<file path="config.mk">
export PLATFORM = sky130hd
export DESIGN_NAME = char_lcd_nibble_expander_encoder
export DESIGN_NICKNAME = d
export VERILOG_FILES = /design/src/rtl/lcdnib_pkg.sv /design/src/rtl/char_lcd_nibble_expander_encoder.sv
export SDC_FILE = /design/constraint.sdc
export NUM_CORES = 1
export LEC_CHECK = 0
export ABC_AREA = 1
export BUFFER_PORTS_ARGS = -buffer_cell sky130_fd_sc_hd__buf_2
export CORE_UTILIZATION = 55
export CTS_CLUSTER_SIZE = 25
export DETAILED_ROUTE_END_ITERATION = 10
export PLACE_DENSITY = 0.92
export SYNTH_ARGS = -nofsm -noshare
export SYNTH_HDL_FRONTEND = slang
export SYNTH_SLANG_ARGS = --single-unit
</file>
<file path="constraint.sdc">
create_clock -name clk -period 4.05 [get_ports clk]
set_input_delay 0.81 -clock clk [delete_from_list [all_inputs] [get_ports clk]]
set_output_delay 0.81 -clock clk [all_outputs]
set_load 0.02 [all_outputs]
</file>
<file path="src/rtl/lcdnib_pkg.sv">
// Package for the character LCD nibble encoder: codes, constants and the init table.
package lcdnib_pkg;

  // Display operation codes carried in the opcode field.
  typedef enum logic [2:0] {
    OP_INIT        = 3'd0,
    OP_PRINT       = 3'd1,
    OP_RAW_CMD     = 3'd2,
    OP_SET_CURSOR  = 3'd3,
    OP_SHIFT_LEFT  = 3'd4,
    OP_SHIFT_RIGHT = 3'd5,
    OP_CLEAR       = 3'd6,
    OP_UNUSED      = 3'd7
  } opcode_t;

  // Largest cursor column; wider columns are clamped to this.
  localparam logic [5:0] MAX_COLUMN = 6'd39;
  // Largest cursor row.
  localparam logic [2:0] MAX_ROW = 3'd3;

  // Controller command bytes.
  localparam logic [7:0] CMD_SET_DDRAM   = 8'h80;
  localparam logic [7:0] CMD_SHIFT_LEFT  = 8'h18;
  localparam logic [7:0] CMD_SHIFT_RIGHT = 8'h1C;
  localparam logic [7:0] CMD_CLEAR       = 8'h01;

  // Row base addresses in display RAM.
  localparam logic [7:0] ROW1_BASE = 8'h40;
  localparam logic [7:0] ROW2_BASE = 8'h14;
  localparam logic [7:0] ROW3_BASE = 8'h54;

  // Index of the last byte in the run of one operation.
  localparam logic [4:0] INIT_LAST_IDX = 5'd27;
  localparam logic [4:0] CMD_LAST_IDX  = 5'd3;

  // Waits in milliseconds.
  localparam logic [3:0] INIT_WAIT_FIRST  = 4'd15;
  localparam logic [3:0] INIT_WAIT_SECOND = 4'd5;
  localparam logic [3:0] INIT_WAIT_THIRD  = 4'd1;
  localparam logic [2:0] LONG_WAIT_AFTER  = 3'd5;

  // Nibble sequence of the power-on init, one entry per nibble.
  function automatic logic [3:0] init_nibble(input logic [3:0] idx);
    logic [3:0] nib;
    case (idx)
      4'd0:    nib = 4'h3;
      4'd1:    nib = 4'h3;
      4'd2:    nib = 4'h3;
      4'd3:    nib = 4'h2;
      4'd4:    nib = 4'h2;
      4'd5:    nib = 4'hC;
      4'd6:    nib = 4'h0;
      4'd7:    nib = 4'h8;
      4'd8:    nib = 4'h0;
      4'd9:    nib = 4'h1;
      4'd10:   nib = 4'h0;
      4'd11:   nib = 4'h3;
      4'd12:   nib = 4'h0;
      4'd13:   nib = 4'hC;
      default: nib = 4'h0;
    endcase
    return nib;
  endfunction

endpackage

</file>
<file path="src/rtl/char_lcd_nibble_expander_encoder.sv">
// Top level of the character LCD nibble encoder for an I2C port expander.
//
// Usage: one display operation word enters on the s_ stream (opcode, value_byte,
// column, row). The block answers with a run of expander bytes on the m_ stream,
// one word per cycle while m_tready is high, tlast marking the final byte of the
// run. Each output word also carries the waits in milliseconds that the I2C
// sender must keep before and after the byte. The cfg channel writes the
// backlight bit and is always ready. An init run has 28 bytes, any other run 4
// bytes, and the unused opcode is swallowed with no output. An accepted
// operation is held in the input register; the byte counter walks its run into
// the output register, one byte a cycle while the receiver is ready. The next
// operation is accepted in the cycle in which the last byte of the current run
// is loaded, so runs follow with no gap. When the receiver stalls, the output
// register holds its word and the counter waits; one operation may wait in the
// input register meanwhile. Reset clears all valid flags and the counter and
// sets the backlight bit.
module char_lcd_nibble_expander_encoder (
  input  logic        clk,
  input  logic        rst,
  // Operation words.
  input  logic        s_tvalid,
  output logic        s_tready,
  input  logic [23:0] s_tdata,   // opcode[2:0], value_byte[10:3], column[16:11], row[19:17]
  // Expander byte words.
  output logic        m_tvalid,
  input  logic        m_tready,
  output logic [15:0] m_tdata,   // expander_byte[7:0], wait_before_ms[11:8], wait_after_ms[14:12]
  output logic        m_tlast,
  // Backlight configuration.
  input  logic        cfg_valid,
  output logic        cfg_ready,
  input  logic        cfg_data
);
  import lcdnib_pkg::*;

  // Input field decode.
  opcode_t    in_op;
  logic [7:0] in_value;
  logic [5:0] in_column;
  logic [2:0] in_row;

  assign in_op     = opcode_t'(s_tdata[2:0]);
  assign in_value  = s_tdata[10:3];
  assign in_column = s_tdata[16:11];
  assign in_row    = s_tdata[19:17];

  // Backlight register.
  logic backlight_on;

  assign cfg_ready = 1'b1;

  always_ff @(posedge clk) begin
    if (rst) begin
      backlight_on <= 1'b1;
    end else if (cfg_valid && cfg_ready) begin
      backlight_on <= cfg_data;
    end
  end

  // Command byte, RS and wait-after of the accepted operation.
  logic [5:0] col_clamped;
  logic [7:0] row_base;
  logic [7:0] cursor_adr;
  logic [7:0] enc_byte;
  logic       enc_rs;
  logic       enc_init;
  logic       enc_live;
  logic [2:0] enc_wa;

  always_comb begin
    col_clamped = (in_column > MAX_COLUMN) ? MAX_COLUMN : in_column;
    case ((in_row > MAX_ROW) ? MAX_ROW : in_row)
      3'd1:    row_base = ROW1_BASE;
      3'd2:    row_base = ROW2_BASE;
      3'd3:    row_base = ROW3_BASE;
      default: row_base = 8'h00;
    endcase
    cursor_adr = {2'b00, col_clamped} + row_base;

    enc_byte = 8'h00;
    enc_rs   = 1'b0;
    enc_init = 1'b0;
    enc_live = 1'b1;
    enc_wa   = 3'd0;
    case (in_op)
      OP_INIT: begin
        enc_init = 1'b1;
        enc_wa   = LONG_WAIT_AFTER;
      end
      OP_PRINT: begin
        enc_byte = in_value;
        enc_rs   = 1'b1;
      end
      OP_RAW_CMD:     enc_byte = in_value;
      OP_SET_CURSOR:  enc_byte = CMD_SET_DDRAM | cursor_adr;
      OP_SHIFT_LEFT:  enc_byte = CMD_SHIFT_LEFT;
      OP_SHIFT_RIGHT: enc_byte = CMD_SHIFT_RIGHT;
      OP_CLEAR: begin
        enc_byte = CMD_CLEAR;
        enc_wa   = LONG_WAIT_AFTER;
      end
      default:        enc_live = 1'b0;
    endcase
  end

  // Input register and byte counter.
  logic       hold_valid;
  logic [7:0] hold_byte;
  logic       hold_rs;
  logic       hold_init;
  logic [2:0] hold_wa;
  logic [4:0] idx;
  logic [4:0] last_idx;
  logic       is_last;
  logic       load;
  logic       in_accept;

  assign last_idx  = hold_init ? INIT_LAST_IDX : CMD_LAST_IDX;
  assign is_last   = (idx == last_idx);
  assign load      = hold_valid && (!m_tvalid || m_tready);
  assign s_tready  = !hold_valid || (load && is_last);
  assign in_accept = s_tvalid && s_tready;

  always_ff @(posedge clk) begin
    if (rst) begin
      hold_valid <= 1'b0;
      idx        <= 5'd0;
    end else begin
      if (in_accept) begin
        hold_valid <= enc_live;
        idx        <= 5'd0;
      end else if (load) begin
        if (is_last) begin
          hold_valid <= 1'b0;
          idx        <= 5'd0;
        end else begin
          idx <= idx + 5'd1;
        end
      end
    end
  end

  always_ff @(posedge clk) begin
    if (in_accept) begin
      hold_byte <= enc_byte;
      hold_rs   <= enc_rs;
      hold_init <= enc_init;
      hold_wa   <= enc_wa;
    end
  end

  // Expander byte for the current counter position.
  logic [3:0] nib_idx;
  logic       strobe;
  logic [3:0] nib;
  logic [3:0] wb;

  always_comb begin
    nib_idx = idx[4:1];
    strobe  = !idx[0];
    if (hold_init) begin
      nib = init_nibble(nib_idx);
    end else begin
      nib = idx[1] ? hold_byte[3:0] : hold_byte[7:4];
    end
    wb = 4'd0;
    if (hold_init && strobe) begin
      case (nib_idx)
        4'd0:    wb = INIT_WAIT_FIRST;
        4'd1:    wb = INIT_WAIT_SECOND;
        4'd2:    wb = INIT_WAIT_THIRD;
        default: wb = 4'd0;
      endcase
    end
  end

  // Output register.
  logic [7:0] out_byte;
  logic [3:0] out_wb;
  logic [2:0] out_wa;
  logic       out_last;

  always_ff @(posedge clk) begin
    if (rst) begin
      m_tvalid <= 1'b0;
    end else if (load) begin
      m_tvalid <= 1'b1;
    end else if (m_tready) begin
      m_tvalid <= 1'b0;
    end
  end

  always_ff @(posedge clk) begin
    if (load) begin
      out_byte <= {nib, backlight_on, strobe, 1'b0, hold_rs};
      out_wb   <= wb;
      out_wa   <= hold_wa;
      out_last <= is_last;
    end
  end

  assign m_tdata = {1'b0, out_wa, out_wb, out_byte};
  assign m_tlast = out_last;

`ifndef SYNTHESIS
  // The counter never runs past the end of the run it walks.
  a_idx_in_run: assert property (@(posedge clk) disable iff (rst)
    hold_valid |-> (idx <= last_idx))
    else $error("byte counter beyond end of run");

  // A wait before a byte only ever comes with E high.
  a_wait_on_strobe: assert property (@(posedge clk) disable iff (rst)
    (m_tvalid && (m_tdata[11:8] != 4'd0)) |-> m_tdata[2])
    else $error("wait before on a byte with E low");

  // A run always ends on the falling half of a nibble.
  a_last_strobe_low: assert property (@(posedge clk) disable iff (rst)
    (m_tvalid && m_tlast) |-> !m_tdata[2])
    else $error("run ends with E high");

  // RW stays low in every emitted byte.
  a_rw_low: assert property (@(posedge clk) disable iff (rst)
    m_tvalid |-> !m_tdata[1])
    else $error("RW bit set in expander byte");
`endif

endmodule

</file>
Yosys cells after proc, flatten, opt, wreduce, memory -nomap -nowiden. Memory sizes are Yosys's and may differ from the RTL's. A register that Yosys moved wholly into a read port is not among the register bits. Cells that the tools add are included.

Flip-flop bits (word level): 36. Bits in read-only memories: 64. Bits of input ports: 30. Output and inout bits: 20. Word-level logic and storage cells: 68. Memories: 1.

Add/subtract/negate cells: 2. $lt $le $gt $ge: 2. Equality and inequality tests: 12. Muxes and demuxes: 20. Reduce and logical (&&, ||, !) cells: 19.

Memories: (name not given) (words 16, width 4, read ports 1, clocked after Yosys merged registers in 1, wr ports 0, line lcdnib_pkg.sv:45) `case (idx)`.

Operator list (number): $pmux 8 s5 (1); $pmux 7 s3 (1); $mux 4 (4); $eq 3x2->1 const B (4); $pmux 4 s3 (1); $mux 5 (2); $eq 3x3->1 const B (3); $mux 1 (8); $add 6x7->7 (1); $reduce_or 7->1 (1); $eq 3x1->1 const B (2); $gt 6x6->1 const B (1); $mux 3 (2); $mux 6 (1); $reduce_bool 2->1 (3); $reduce_or 2->1 (3); $add 5x1->5 const B (1); $eq 5x5->1 (1); $eq 4x1->1 const B (1); $eq 4x2->1 const B (1); $logic_and 1x1->1 (4); $logic_not 4->1 (1); $gt 3x2->1 const B (1); $logic_not 1->1 (3); other kinds (3) (4).

Depth between registers and ports, before layout.
Word-level depth: 8. Mapped depth: 11. Mapped depth without buffers: 11.

Worst setup path after synthesis. No wires, ideal clock.

Path type: input to output. Start: input port m_tready. End: output port s_tready. Data arrival time: 1566 ps. Required time: 3240 ps. Setup slack: 1674 ps. Stages on the path: 4. Path buffers: 0. Cell sequence: inv_1 > a21oi_4 > nand3_2 > nand2_2.

Word-level cells in the longest chain between the ends: 4.

RTL lines: start: declaration (line char_lcd_nibble_expander_encoder.sv:26) `input logic m_tready,`; $logic_or 1x1->1 (line char_lcd_nibble_expander_encoder.sv:120) `assign load = hold_valid && (!m_tvalid || m_tready);`; $logic_and 1x1->1 (line char_lcd_nibble_expander_encoder.sv:120); net load (line char_lcd_nibble_expander_encoder.sv:115) `logic load;`; $logic_and 1x1->1 (line char_lcd_nibble_expander_encoder.sv:121) `assign s_tready = !hold_valid || (load && is_last);`; $logic_or 1x1->1 (line char_lcd_nibble_expander_encoder.sv:121); end: declaration (line char_lcd_nibble_expander_encoder.sv:22) `output logic s_tready,`.

The timed path passes the listed nets, and every way through them passes these cells.

Worst setup path in the final report. Ends and elaborated chain as after synthesis.

==> summary.md <==
| Metric | Value |
|---|---|
| Die width | ~60 um |
| Max Slew Vio Count | 0 |
| P&R area growth vs syn | 15.0% |
| Synthesized area per cell | 8.54 um2 |
| Setup TNS | 0 ns |
| Most used cell, CP | buf_2 |
| PwrDens | 332 nW/um2 |
| Iteration-0 DRC Markers | 75 |
| Worst reg2reg path depth | 7 |
| Worst path arrival time | between 1.5 and 2 ns |
| RSZ-0062 raised after global routing | false |
| # H-tree levels | 2 |
| Crit-path cells | buf_2 > inv_1 > a21oi_4 > nand3_2 > nand2_2 > buf_2 |
| Synth Area in XOR/XNOR | 0.00493 |
| Cell row count | 20 |
| CTS Hold Bufs | 0 |
| Wire per inst | 10.3 um |
| Final min period | roughly 2.7 ns |
| Finish-stage setup viols | 0 |
| Post_cts resized | 0 |
| Tot Pwr | around 0.00068 W |
| N_diodes | 0 |
| Vias per std cell | ~5.0 |
| Final Util | 0.669 |
| CTS Buffer Depth | 2 |
| Worst path top cell family by delay | compound AO/OA/AOI/OAI gates |
| Reg2reg start | idx[1] |
| Slowest CP cell | a21oi_4 |
| Critical Path RT | 3.24 ns |
| Final ANT Viol Nets | 0 |
| Drt drc | 0 |
| Initial antenna violation count | 0 |
| Initial Utilization | 0.582 |
| Sequential element share of the synthesized area | 0.524 |
| Reg-to-reg endpoint | hold_byte[0] |
| Register clock-pin slew on the reported worst setup and hold paths | roughly 0.1 ns |
| CTS Root Cell | clkbuf_4 |
| Flop-to-flop setup slack | between 1.5 and 2 ns |
| Largest net degree at the start of global routing | 19 |
| Setup CP Type | input pin to primary output |
| Slew HR | 0.559 |
| TritonCTS Buffers | 5 |
| I/O Buffers | between 40 and 50 |
| Clk Latency, worst-skew pair | ~0.33 ns |
| Routability cong. | between 0.8 and 0.9 |
| Library cells used by synthesis | 27 |
| Startpoint type of the worst setup path | input pin |
| Final std cells w/o fill | a little under 300 |
| Hold Path Stages | 0 |
| Buf+Inv Stages, Crit Path | 3 |
| CTS tree | done |
| Max cap viols | 0 |
| Max IR drop VDD | between 0.2 and 0.25 mV |
| Mux contribution to synthesized area | 0 |
| Placed insts | between 200 and 300 |
| GRT Util Overall | 0.199 |
| Total congestion overflow | 0 |
| Type of element capturing the critical path | primary output |
| Complex-gate fraction of the synthesized area | 0.0923 |
| Hold path start | hold_wa[0] |
| Vias | between 1000 and 1500 |
| Mapped cell area | about 1800 um2 |
| Largest family of logic cells by synthesized area | simple AND/OR/NAND/NOR gates |
| Hold Path Class | flop to flop |
| Share of post-route cells with drive strength above 1 | 0.255 |
| Post-Synthesis Cells | about 210 |
| Yosys warning total | 0 |
| Vias in the first global route | ~1300 |
| Wire length of the first global-routing pass | 5.03 mm |
| Fin. Hold Viols | 0 |
| Synth Area in Adders | 0.0282 |
| Detailed-placement wirelength estimate | approximately 2.4 mm |
| Chip Height | between 50 and 60 um |
| Io pins | 50 |
| Crit-path max FO | 18 |
| Leak Pwr | roughly 0.98 nW |
| Clk sinks | 35 |
| Worst Tran Pin Value | approximately 0.66 ns |
| Synthesized flop and latch total | 35 |
| Final nets | 284 |
| F_max | 0.364 GHz |
| WL final | approximately 3 mm |
| Core area | 3050 um2 |
| Hold Path End | out_wa[0] |
| Run status | finished clean |
| First-pass DRT Iterations | 4 |
| Post-Synth Simple-Gate Area | 0.252 |
| Post-CTS setup buffers | 0 |
| Area of the die | about 3500 um2 |
| Final Skew | between 0.008 and 0.009 ns |
| Slowest Stage Delay on Critical Path | 0.46 ns |
| Tcrit/Tclk final | 0.677 |
[how the worst max path moves through the flow]
stage,slack (ns),end,start,cells after the start
floorplan,1.67,s_tready,m_tready,4
global route,1.21,s_tready,m_tready,6
global placement,1.33,s_tready,m_tready,6
finish,1.31,s_tready,m_tready,6
CTS,1.29,s_tready,m_tready,6
detailed placement,1.31,s_tready,m_tready,6
[kinds of logic (layout without fill, tap and decap cells)]
logic type	count (synthesis)	after routing
fa+ha+maj	4	4
simple gates	100	100
compound gates	28	28
buf+inv	38	79
flops	35	35
other cells	2	4
xor+xnor	1	1
[final cells by class]
type	count	area, um2
flip-flops and latches	35	931
clock buffers	5	37.5
repair buffers	41	205
well taps	44	55.1
clock inverters	3	15.0
fillers	258	1010
inverters	30	113
multi-input cells	137	686
[report_power, final]
part           internal (W)  leakage, nW  switching (W)
combinational     0.0000338        0.631      0.0000622
sequential         0.000403        0.318     0.00000837
clock             0.0000645       0.0347       0.000107
total              0.000501        0.984       0.000178
[through the flow]
step / area [um2] / worst slack, ns / hold WS (ns)
after floorplan: 1780 / 1.67 / 0.400
after global placement: 1990 / 1.33 / 0.405
after detailed placement: 1990 / 1.31 / 0.405
after CTS: 2040 / 1.29 / 0.430
after global routing: 2040 / 1.21 / 0.454
final: 2040 / 1.31 / 0.431
[metal layers]
metal	GRT usage	wire, um	vias to the layer above
met1	0.231	1230	651
met3	0.0527	212	8
met2	0.336	1510	71
met5	0	0	-
li1	-	-	759
met4	0.109	82	0
[Yosys cell counts, drive strengths merged]
master	n	area share
ha	4	0.028
nand2	54	0.12
o211ai	1	0.0042
xor2	1	0.0049
edfxtp	23	0.39
o21bai	1	0.0042
nor3	4	0.011
o2111ai	1	0.0049
nand4	2	0.0070
o21ai	8	0.025
nor2	14	0.035
nand3	22	0.065
dfxtp	12	0.14
buf	7	0.028
clkbuf	1	0.0021
inv	30	0.063
a21oi	17	0.054
or2	4	0.014
conb	2	0.0042
[cell usage in the layout, fill, tap and decap left out]
cell	count
ha_1	4
nand2_2	4
nor3_1	4
or2_2	4
o21ai_0	7
o21ai_2	1
conb_1	4
a21oi_1	16
o2111ai_1	1
clkinv_2	3
inv_1	28
nand2_1	50
dfxtp_1	12
nand4_1	2
edfxtp_1	23
nor2_4	1
a21oi_4	1
nand3_2	1
xor2_1	1
o211ai_1	1
clkbuf_4	5
nand3_1	21
o21bai_1	1
buf_2	41
nor2_2	1
inv_2	2
nor2_1	12
Power figures use the tool's default switching activity.
